==> src/lndp_pkg.sv <==
// Package for the L1 nearest descriptor picker: constants, types and codes.
package lndp_pkg;

   localparam int MAX_ENTRIES_DEF = 256;
   localparam int DESC_LEN_DEF    = 48;

   localparam int DIST_W   = 14;
   localparam int ELEM_W   = 8;
   localparam int RND_W    = 31;
   localparam int CSR_W    = 14;
   localparam int CSR_IDX_W = 2;
   localparam int DVS_W    = 16;
   localparam int REM_CNT_W = 5;

   localparam int REQ_TDATA_W = 40;
   localparam int RSP_TDATA_W = 24;

   localparam logic [DIST_W-1:0] DIST_MAX = 14'h3FFF;

   localparam logic [13:0] THR_RST    = 14'd700;
   localparam logic [7:0]  TIGHT_RST  = 8'd2;
   localparam logic [7:0]  STEP_RST   = 8'd10;
   localparam logic [8:0]  MINC_RST   = 9'd5;

   localparam logic [CSR_IDX_W-1:0] CSR_MATCH_THR  = 2'd0;
   localparam logic [CSR_IDX_W-1:0] CSR_TIGHT      = 2'd1;
   localparam logic [CSR_IDX_W-1:0] CSR_STEP       = 2'd2;
   localparam logic [CSR_IDX_W-1:0] CSR_MIN_CAND   = 2'd3;

   localparam logic OP_ADD   = 1'b0;
   localparam logic OP_QUERY = 1'b1;

   localparam logic KIND_ADD   = 1'b0;
   localparam logic KIND_QUERY = 1'b1;

   typedef enum logic [3:0] {
      ST_IDLE,
      ST_FILL,
      ST_FINISH,
      ST_DIST,
      ST_GATHER,
      ST_DIV,
      ST_MOD,
      ST_PICK,
      ST_EMIT
   } state_type;

   typedef struct packed {
      logic             start;
      logic [RND_W-1:0] dividend;
      logic [DVS_W-1:0] divisor;
   } rem_req_type;

   typedef struct packed {
      logic             done;
      logic [DVS_W-1:0] remainder;
   } rem_rsp_type;

endpackage

==> src/lndp_rem.sv <==
// Bit-serial restoring remainder unit, one dividend bit per cycle.
module lndp_rem (
   input  logic                 clock,
   input  logic                 reset,
   input  lndp_pkg::rem_req_type req,
   output lndp_pkg::rem_rsp_type rsp
);

   logic                                busy_ff, busy_in;
   logic                                done_ff, done_in;
   logic [lndp_pkg::REM_CNT_W-1:0]      cnt_ff, cnt_in;
   logic [lndp_pkg::DVS_W-1:0]          rem_ff, rem_in;
   logic [lndp_pkg::DVS_W-1:0]          dvs_ff, dvs_in;
   logic [lndp_pkg::RND_W-1:0]          dvd_ff, dvd_in;
   logic [lndp_pkg::DVS_W:0]            trial;

   assign trial = {rem_ff, dvd_ff[lndp_pkg::RND_W-1]};

   always_comb begin
      busy_in = busy_ff;
      done_in = 1'b0;
      cnt_in  = cnt_ff;
      rem_in  = rem_ff;
      dvs_in  = dvs_ff;
      dvd_in  = dvd_ff;
      if (req.start) begin
         busy_in = 1'b1;
         cnt_in  = '0;
         rem_in  = '0;
         dvs_in  = req.divisor;
         dvd_in  = req.dividend;
      end else if (busy_ff) begin
         if (trial >= {1'b0, dvs_ff}) begin
            rem_in = lndp_pkg::DVS_W'(trial - {1'b0, dvs_ff});
         end else begin
            rem_in = lndp_pkg::DVS_W'(trial);
         end
         dvd_in = {dvd_ff[lndp_pkg::RND_W-2:0], 1'b0};
         cnt_in = cnt_ff + 1'b1;
         if (cnt_ff == lndp_pkg::REM_CNT_W'(lndp_pkg::RND_W - 1)) begin
            busy_in = 1'b0;
            done_in = 1'b1;
         end
      end
   end

   always_ff @(posedge clock) begin
      if (reset) begin
         busy_ff <= 1'b0;
         done_ff <= 1'b0;
         cnt_ff  <= '0;
      end else begin
         busy_ff <= busy_in;
         done_ff <= done_in;
         cnt_ff  <= cnt_in;
      end
      rem_ff <= rem_in;
      dvs_ff <= dvs_in;
      dvd_ff <= dvd_in;
   end

   assign rsp.done      = done_ff;
   assign rsp.remainder = rem_ff;

endmodule

==> config.mk <==
export PLATFORM = sky130hd
export DESIGN_NAME = lndp_rem
export DESIGN_NICKNAME = d
export VERILOG_FILES = /design/src/lndp_pkg.sv /design/src/lndp_rem.sv
export SDC_FILE = /design/constraint.sdc
export NUM_CORES = 1
export LEC_CHECK = 0
export ABC_AREA = 1
export ABC_CLOCK_PERIOD_IN_PS = 3600
export BUFFER_PORTS_ARGS = -buffer_cell sky130_fd_sc_hd__buf_2
export CORE_MARGIN = 2
export CORE_UTILIZATION = 61
export DETAILED_ROUTE_END_ITERATION = 6
export PLACE_DENSITY = 0.85
export SKIP_CTS_REPAIR_TIMING = 1
export SYNTH_ARGS = -nofsm -noshare
export SYNTH_HDL_FRONTEND = slang
export SYNTH_SLANG_ARGS = --single-unit
==> constraint.sdc <==
create_clock -name clock -period 3.6 [get_ports clock]
set_input_delay 0.9 -clock clock [delete_from_list [all_inputs] [get_ports clock]]
set_output_delay 0.9 -clock clock [all_outputs]
set_load 0.02 [all_outputs]
==> summary.md, run 1 <==
| Metric | Value |
|---|---|
| Leak Pwr | `between 2 and 2.5 nW` |
| Die Y | `~86 µm` |
| Largest net degree at the start of global routing | `47` |
| Site Rows | `29` |
| Boundary Pins | `67` |
| Die ar. | `between 7000 and 8000 µm²` |
| Synth Net Count | `around 570` |
| DRT antenna net count | `0` |
| Total wire length | `roughly 9000 µm` |
| Final period utilization | `0.603` |
| Final WS setup | `1.43 ns` |
| Status | `finished, final reports clean` |
| Min-Delay Path Class | `reg -> reg` |
| H-tree depth | `3` |
| Initial drt markers | `roughly 270` |
| FF-to-FF End | `rem_ff[5]` |
| Yosys warning count | `0` |
| Relative slew slack | `0.419` |
| Post-DP HPWL | `6340 µm` |
| Crit end category | `flip-flop` |
| Required @ worst endpoint | `between 3 and 4 ns` |
| Worst vdd ir | `roughly 0.00032 V` |
| Most common cell after layout, fill and taps aside | `nand2_1` |
| CP max FO | `17` |
| Ant. Diodes | `0` |
| Unrepaired setup endpoints after global routing | `false` |
| DR vias | `roughly 3,500` |
| Post-route DRC | `0` |
| Worst-margin pin slew | `between 0.8 and 0.9 ns` |
| Final setup viols | `0` |
| First-pass GRT wire length | `roughly 15,000 µm` |
| Psw | `approximately 0.00046 W` |
| WS Path Type | `reg -> reg` |
| Routed len/inst | `13.7 µm` |
| Final clock skew | `0.00664 ns` |
| Combinational Power Share | `0.125` |
| Yosys reg bits | `70` |
| Synth Area per Inst | `~8.1 µm²` |
| Final Net Count | `between 600 and 700` |
| GR Overflow Total | `0` |
| Core ar. | `6390 µm²` |
| Unique cell type count in the Yosys netlist | `38` |
| F_max | `between 400 and 500 MHz` |
| Worst-skew pair later-pin latency | `about 0.35 ns` |
| Vias per std cell | `~5.3` |
| CTS clock-pin slew for the worst setup and hold paths | `about 0.08 ns` |
| Clk pwr share | `0.338` |
| Hold Vio Cnt, Final | `0` |
| Clk root buf | `clkbuf_8` |
| Clock sinks | `70` |
| Die W | `about 86 µm` |
| Layout cell share with drive strength beyond 1 | `0.214` |
| Gate Count Post-Synth | `slightly above 500` |
| Dpl ws | `approximately 1.4 ns` |
| Worst r2r src | `dvs_ff[12]` |
| Hold_sp | `rem_ff[11]` |
| First drt pass iteration count | `5` |
| CTS tree | `done` |
| Initial Util | `0.635` |
| Inserted Clock Buffers | `9` |
| # fillers | `~490` |
| Antenna violations before repair | `0` |
| Crit path DAT | `about 2.4 ns` |
| RePlAce Congestion | `just over 0.9` |
| Slew Viols, Final | `0` |
| Worst Hold Depth | `2` |
| Number of global-route vias before repair | `between 3,000 and 4,000` |
| Worst reg2reg path depth | `13` |
| Min-Delay Endpoint | `rem_ff[11]` |
| Commonest non-fill, non-tap cells in the layout | `nand2_1, inv_1, buf_2` |
| Max-Cap Viols | `0` |
| Setup TNS | `0 ns` |
| Crit path time final | `roughly 2.2 ns` |
| Cell area after synthesis | `4060 µm²` |
| All-Layer GR Usage | `0.268` |
| CTS Buffer Depth | `2` |
| Setup crit start kind | `flip-flop` |
| Register area | `between 1500 and 2000 µm²` |
| Worst R2R Setup Slack | `1.43 ns` |
| Pwr Density | `approximately 380 nW/µm²` |
| Sequential share of power | `0.538` |
| Buffers on Ports | `between 60 and 70` |
| Area occupied by multi-input gates | `~1800 µm²` |
| Sequential share of the synthesized area | `0.461` |
| Syn-to-layout area delta | `13.5%` |
| Internal power | `around 0.0013 W` |
| Sw Ratio | `0.262` |
## worst max-delay path by stage
| stage | from | end | slack [ns] | depth (start not counted) |
|---|---|---|---|---|
| floorplan | req[47] | dvd_ff[0] | 1.20 | 3 |
| global placement | req[47] | dvd_ff[24] | 1.45 | 4 |
| detailed placement | req[47] | rem_ff[5] | 1.40 | 5 |
| CTS | dvs_ff[12] | rem_ff[5] | 1.42 | 13 |
| global route | dvs_ff[11] | rem_ff[2] | 1.18 | 13 |
| finish | dvs_ff[12] | rem_ff[5] | 1.43 | 13 |
## kinds of logic after synthesis
family	after synthesis	synth area share
fa+ha+maj	19	0.0605
buf+inv	86	0.0885
flops	70	0.461
simple gates	298	0.342
xor+xnor	7	0.0151
compound gates	23	0.0327
## synth_stat cells
master | number | area [µm²]
o21ai_2 | 2 | 17.5
edfxtp_1 | 47 | 1410
fa_1 | 1 | 20.0
nand3_2 | 14 | 140
o21a_1 | 1 | 7.51
and3_1 | 1 | 6.26
nand2_1 | 193 | 724
inv_1 | 70 | 263
nand3_1 | 30 | 150
xnor2_1 | 5 | 43.8
a21oi_2 | 1 | 8.76
nand2_2 | 10 | 62.6
nor3_1 | 6 | 30.0
or2_1 | 1 | 6.26
and2_1 | 1 | 6.26
nand4_1 | 5 | 31.3
buf_4 | 2 | 15.0
nor2_2 | 2 | 12.5
ha_1 | 18 | 225
a211oi_1 | 1 | 7.51
nor2_4 | 2 | 22.5
a31oi_1 | 1 | 6.26
clkbuf_1 | 8 | 30.0
inv_2 | 2 | 7.51
nand2_4 | 2 | 22.5
nor2_1 | 18 | 67.6
nor3b_1 | 1 | 7.51
and2_2 | 1 | 7.51
o21ai_0 | 6 | 30.0
buf_12 | 1 | 20.0
xor2_1 | 2 | 17.5
nand3b_1 | 8 | 60.1
dfxtp_1 | 23 | 460
a21oi_1 | 11 | 55.1
nor3_4 | 1 | 16.3
clkbuf_8 | 1 | 13.8
or2_2 | 2 | 12.5
buf_2 | 2 | 10.0
## sequential cells by signal (all words and copies together), names as in the netlist
register,cells
done_ff,1
busy_ff,1
rem_ff,16
cnt_ff,5
dvs_ff,16
dvd_ff,31
## metal layers
| layer | up-vias | wire, µm | global-route usage |
|---|---|---|---|
| li1 | 1727 | - | - |
| met1 | 1585 | 3560 | 0.323 |
| met2 | 148 | 4460 | 0.463 |
| met3 | 18 | 675 | 0.0549 |
| met4 | 0 | 195 | 0.123 |
| met5 | - | 0 | 0 |
## worst max-delay path, cell delays in order, from the launching register on
cell      delay [ns]
edfxtp_1        0.33
inv_1           0.04
ha_1            0.36
nand2_1         0.11
nand2_1         0.07
inv_1           0.05
nand2_1         0.06
nand2_1         0.07
nand2_2         0.06
nor2_4          0.39
nand2_4         0.26
nand2_1         0.13
nand3_1         0.06
o21ai_0         0.09
## metrics by stage
step / hold WS, ns / cell area [µm²] / util / instances / total power, W
3_3_place_gp: 0.477 / 4420 / 0.692 / 635 / 0.00116
3_5_place_dp: 0.476 / 4420 / 0.692 / 635 / 0.00117
4_1_cts: 0.488 / 4600 / 0.721 / 651 / 0.00176
5_1_grt: 0.510 / 4600 / 0.721 / 651 / 0.00183
6_report: 0.487 / 4600 / 0.721 / 651 / 0.00175
2_1_floorplan: 0.462 / 4060 / - / 503 / 0.00110
## area by class of cell
cell class              count  share of cell area
well taps                  77              0.0209
clock inverters             5             0.00734
multi-input cells         347               0.397
inverters                  72              0.0587
clock buffers              11              0.0332
repair buffers             69              0.0767
flip-flops and latches     70               0.407
## power groups by stage
| stage | registers (W) | logic (W) | clock network (W) |
|---|---|---|---|
| detailed placement | 0.000958 | 0.000214 | 0 |
| global route | 0.000947 | 0.000245 | 0.000634 |
| floorplan | 0.000953 | 0.000147 | 0 |
| finish | 0.000941 | 0.000218 | 0.000591 |
| global placement | 0.000956 | 0.000207 | 0 |
| CTS | 0.000941 | 0.000217 | 0.000600 |
Note: power is estimated with default switching activity, not from simulation.
==> inputs of run 2 (changes only) <==
ABC_CLOCK_PERIOD_IN_PS = 1940   (was 3600)
CORE_UTILIZATION = 51   (was 61)
PLACE_DENSITY = 0.76   (was 0.85)
clock period = 1.94 ns   (was 3.6 ns; I/O delays follow)
==> summary.md, run 2 (synthesized netlist as in run 1, its figures left out) <==
| Metric | Value |
|---|---|
| Worst-skew pair later-pin latency | `0.35 ns (about the same)` |
| Clk root buf | `clkbuf_8 (unchanged)` |
| Worst r2r src | `dvd_ff[30] (was dvs_ff[12])` |
| GR Overflow Total | `0 (unchanged)` |
| Commonest non-fill, non-tap cells in the layout | `nand2_1, buf_2, inv_1 (was nand2_1, inv_1, buf_2)` |
| # fillers | `639 (was 494)` |
| Antenna violations before repair | `0 (unchanged)` |
| Pwr Density | `640 nW/µm² (was 380 nW/µm²)` |
| Buffers on Ports | `66 (unchanged)` |
| Max-Cap Viols | `0 (unchanged)` |
| Placed Area | `4600 µm² (was 4420 µm²)` |
| H-tree depth | `3 (unchanged)` |
| All-Layer GR Usage | `0.214 (was 0.268)` |
| Layout cell share with drive strength beyond 1 | `0.316 (was 0.214)` |
| First-pass GRT wire length | `14,800 µm (was 15,300 µm)` |
| FF-to-FF End | `rem_ff[10] (was rem_ff[5])` |
| CP most frequent cell | `nand2_1 (unchanged)` |
| DR vias | `3,560 (was 3,478)` |
| Ant. Diodes | `0 (unchanged)` |
| Cell family with most CP delay | `simple AND/OR/NAND/NOR gates (unchanged)` |
| Worst reg2reg path depth | `14 (was 13)` |
| Worst vdd ir | `0.000438 V (was 0.000323 V)` |
| Total wire length | `9350 µm (was 8890 µm)` |
| Buffers & Inverters on Critical Path | `2 (unchanged)` |
| Initial Util | `0.525 (was 0.635)` |
| Post-route DRC | `0 (unchanged)` |
| Area occupied by multi-input gates | `2130 µm² (was 1830 µm²)` |
| CTS Buffer Depth | `2 (unchanged)` |
| Vias per std cell | `5.09 (was 5.34)` |
| CTS tree | `done (unchanged)` |
| Number of global-route vias before repair | `3,384 (was 3,545)` |
| Relative slew slack | `0.439 (was 0.419)` |
| Die W | `93.2 µm (was 85.5 µm)` |
| Most common cell after layout, fill and taps aside | `nand2_1 (unchanged)` |
| GR met2 Demand/Resource | `0.357 (was 0.463)` |
| Final clock skew | `0.0128 ns (was 0.00664 ns)` |
| Boundary Pins | `67 (unchanged)` |
| CP max FO | `3 (was 17)` |
| Slew Viols, Final | `0 (unchanged)` |
| Core ar. | `7730 µm² (was 6390 µm²)` |
| Min-Delay Endpoint | `dvs_ff[15] (was rem_ff[11])` |
| Die ar. | `8680 µm² (was 7320 µm²)` |
| Worst R2R Setup Slack | `0.05 ns (was 1.43 ns)` |
| Hold Vio Cnt, Final | `0 (unchanged)` |
| Status | `finished, final reports clean (unchanged)` |
| Final Net Count | `662 (was 638)` |
| Final setup viols | `0 (unchanged)` |
| Initial drt markers | `249 (was 269)` |
| Gr busiest metal | `met2 (unchanged)` |
| GRT met1 Usage | `0.268 (was 0.323)` |
| Inserted Clock Buffers | `9 (unchanged)` |
| Crit end category | `flip-flop (unchanged)` |
| Final period utilization | `0.975 (was 0.603)` |
| Register area | `1870 µm² (about the same)` |
| Unrepaired setup endpoints after global routing | `true (was false)` |
| Hold_sp | `req[15] (was rem_ff[11])` |
| GR met3 Demand/Resource | `0.0467 (was 0.0549)` |
| RePlAce Congestion | `0.980 (was 0.913)` |
| Required @ worst endpoint | `2.19 ns (was 3.87 ns)` |
| Largest registers | `dvd_ff: 31 flops, dvs_ff: 16 flops, rem_ff: 16 flops (unchanged)` |
| F_max | `529 MHz (was 461 MHz)` |
| Top reg by flops | `dvd_ff (unchanged)` |
| Crit path time final | `1.89 ns (was 2.17 ns)` |
| Total Power | `0.00332 W (was 0.00175 W)` |
| Worst Hold Depth | `1 (was 2)` |
| CTS clock-pin slew for the worst setup and hold paths | `0.09 ns (was 0.08 ns)` |
| Clock sinks | `70 (unchanged)` |
| Min-Delay Path Class | `in -> reg (was reg -> reg)` |
| Die Y | `93.2 µm (was 85.5 µm)` |
| DRT antenna net count | `0 (unchanged)` |
| Largest register FFs | `31 (unchanged)` |
| Post-DP HPWL | `6540 µm (was 6340 µm)` |
| Largest net degree at the start of global routing | `40 (was 47)` |
| Routed len/inst | `13.4 µm (was 13.7 µm)` |
| Crit-path slowest cell | `edfxtp_1 (was nor2_4)` |
| WS Path Type | `reg -> reg (unchanged)` |
| Site Rows | `32 (was 29)` |
| Worst-margin pin slew | `0.840 ns (was 0.871 ns)` |
| Final Instance Area | `5180 µm² (was 4600 µm²)` |
| Crit path cell chain | `inv_2, ha_4, inv_4, fa_2, nand2_2, nand2_1, nand3b_1, nand2_2, nand2_2, nand2_1, nand2_1, nand3_2, nand3_2, nand2_1 (was inv_1, ha_1, nand2_1, nand2_1, inv_1, nand2_1, nand2_1, nand2_2, nor2_4, nand2_4, nand2_1, nand3_1, o21ai_0)` |
| Leak Pwr | `2.54 nW (was 2.40 nW)` |
| Crit-path max cell delay | `0.38 ns (was 0.39 ns)` |
| Syn-to-layout area delta | `27.8% (was 13.5%)` |
| Crit path depth | `14 (was 13)` |
| Setup crit start kind | `flip-flop (unchanged)` |
| Crit path DAT | `2.14 ns (was 2.44 ns)` |
| First drt pass iteration count | `5 (unchanged)` |
[run 2: power by group]
| part | internal (W) | switching [W] |
|---|---|---|
| Combinational | 0.000207 | 0.000286 |
| Sequential | 0.00171 | 0.0000354 |
| Clock | 0.000474 | 0.000605 |
[run 2: layout make-up]
type                    count  area share
inverters                  72      0.0533
multi-input cells         348       0.411
clock buffers              10      0.0246
clock inverters             6     0.00869
repair buffers             92       0.116
flip-flops and latches     70       0.361
well taps                 102      0.0246
[run 2: per-layer routing]
layer | wire, µm | vias up
met5 | 0 | -
met4 | 248 | 0
met3 | 708 | 27
met2 | 4470 | 146
met1 | 3930 | 1600
li1 | - | 1787
[run 2: stage by stage]
| step | worst slack, ns | utilization | std cells | hold slack [ns] | setup TNS (ns) |
|---|---|---|---|---|---|
| 6_report | 0.0479 | 0.671 | 700 | 0.304 | 0 |
| 5_1_grt | -0.0559 | 0.671 | 700 | 0.300 | -0.447 |
| 3_5_place_dp | -0.0204 | 0.596 | 678 | 0.473 | -0.0589 |
| 4_1_cts | -0.0469 | 0.618 | 694 | 0.296 | -0.180 |
| 2_1_floorplan | 0.0352 | - | 503 | 0.462 | 0 |
| 3_3_place_gp | 0.0250 | 0.596 | 678 | 0.468 | 0 |
[run 2: worst max-delay path by stage]
| stage | slack [ns] | end | from |
|---|---|---|---|
| 4_1_cts | -0.05 | rem_ff[4] | dvs_ff[13] |
| 3_3_place_gp | 0.02 | rem_ff[8] | dvd_ff[30] |
| 2_1_floorplan | 0.04 | dvd_ff[0] | req[47] |
| 5_1_grt | -0.06 | rem_ff[13] | dvs_ff[4] |
| 6_report | 0.05 | rem_ff[10] | dvd_ff[30] |
| 3_5_place_dp | -0.02 | rem_ff[4] | dvs_ff[13] |
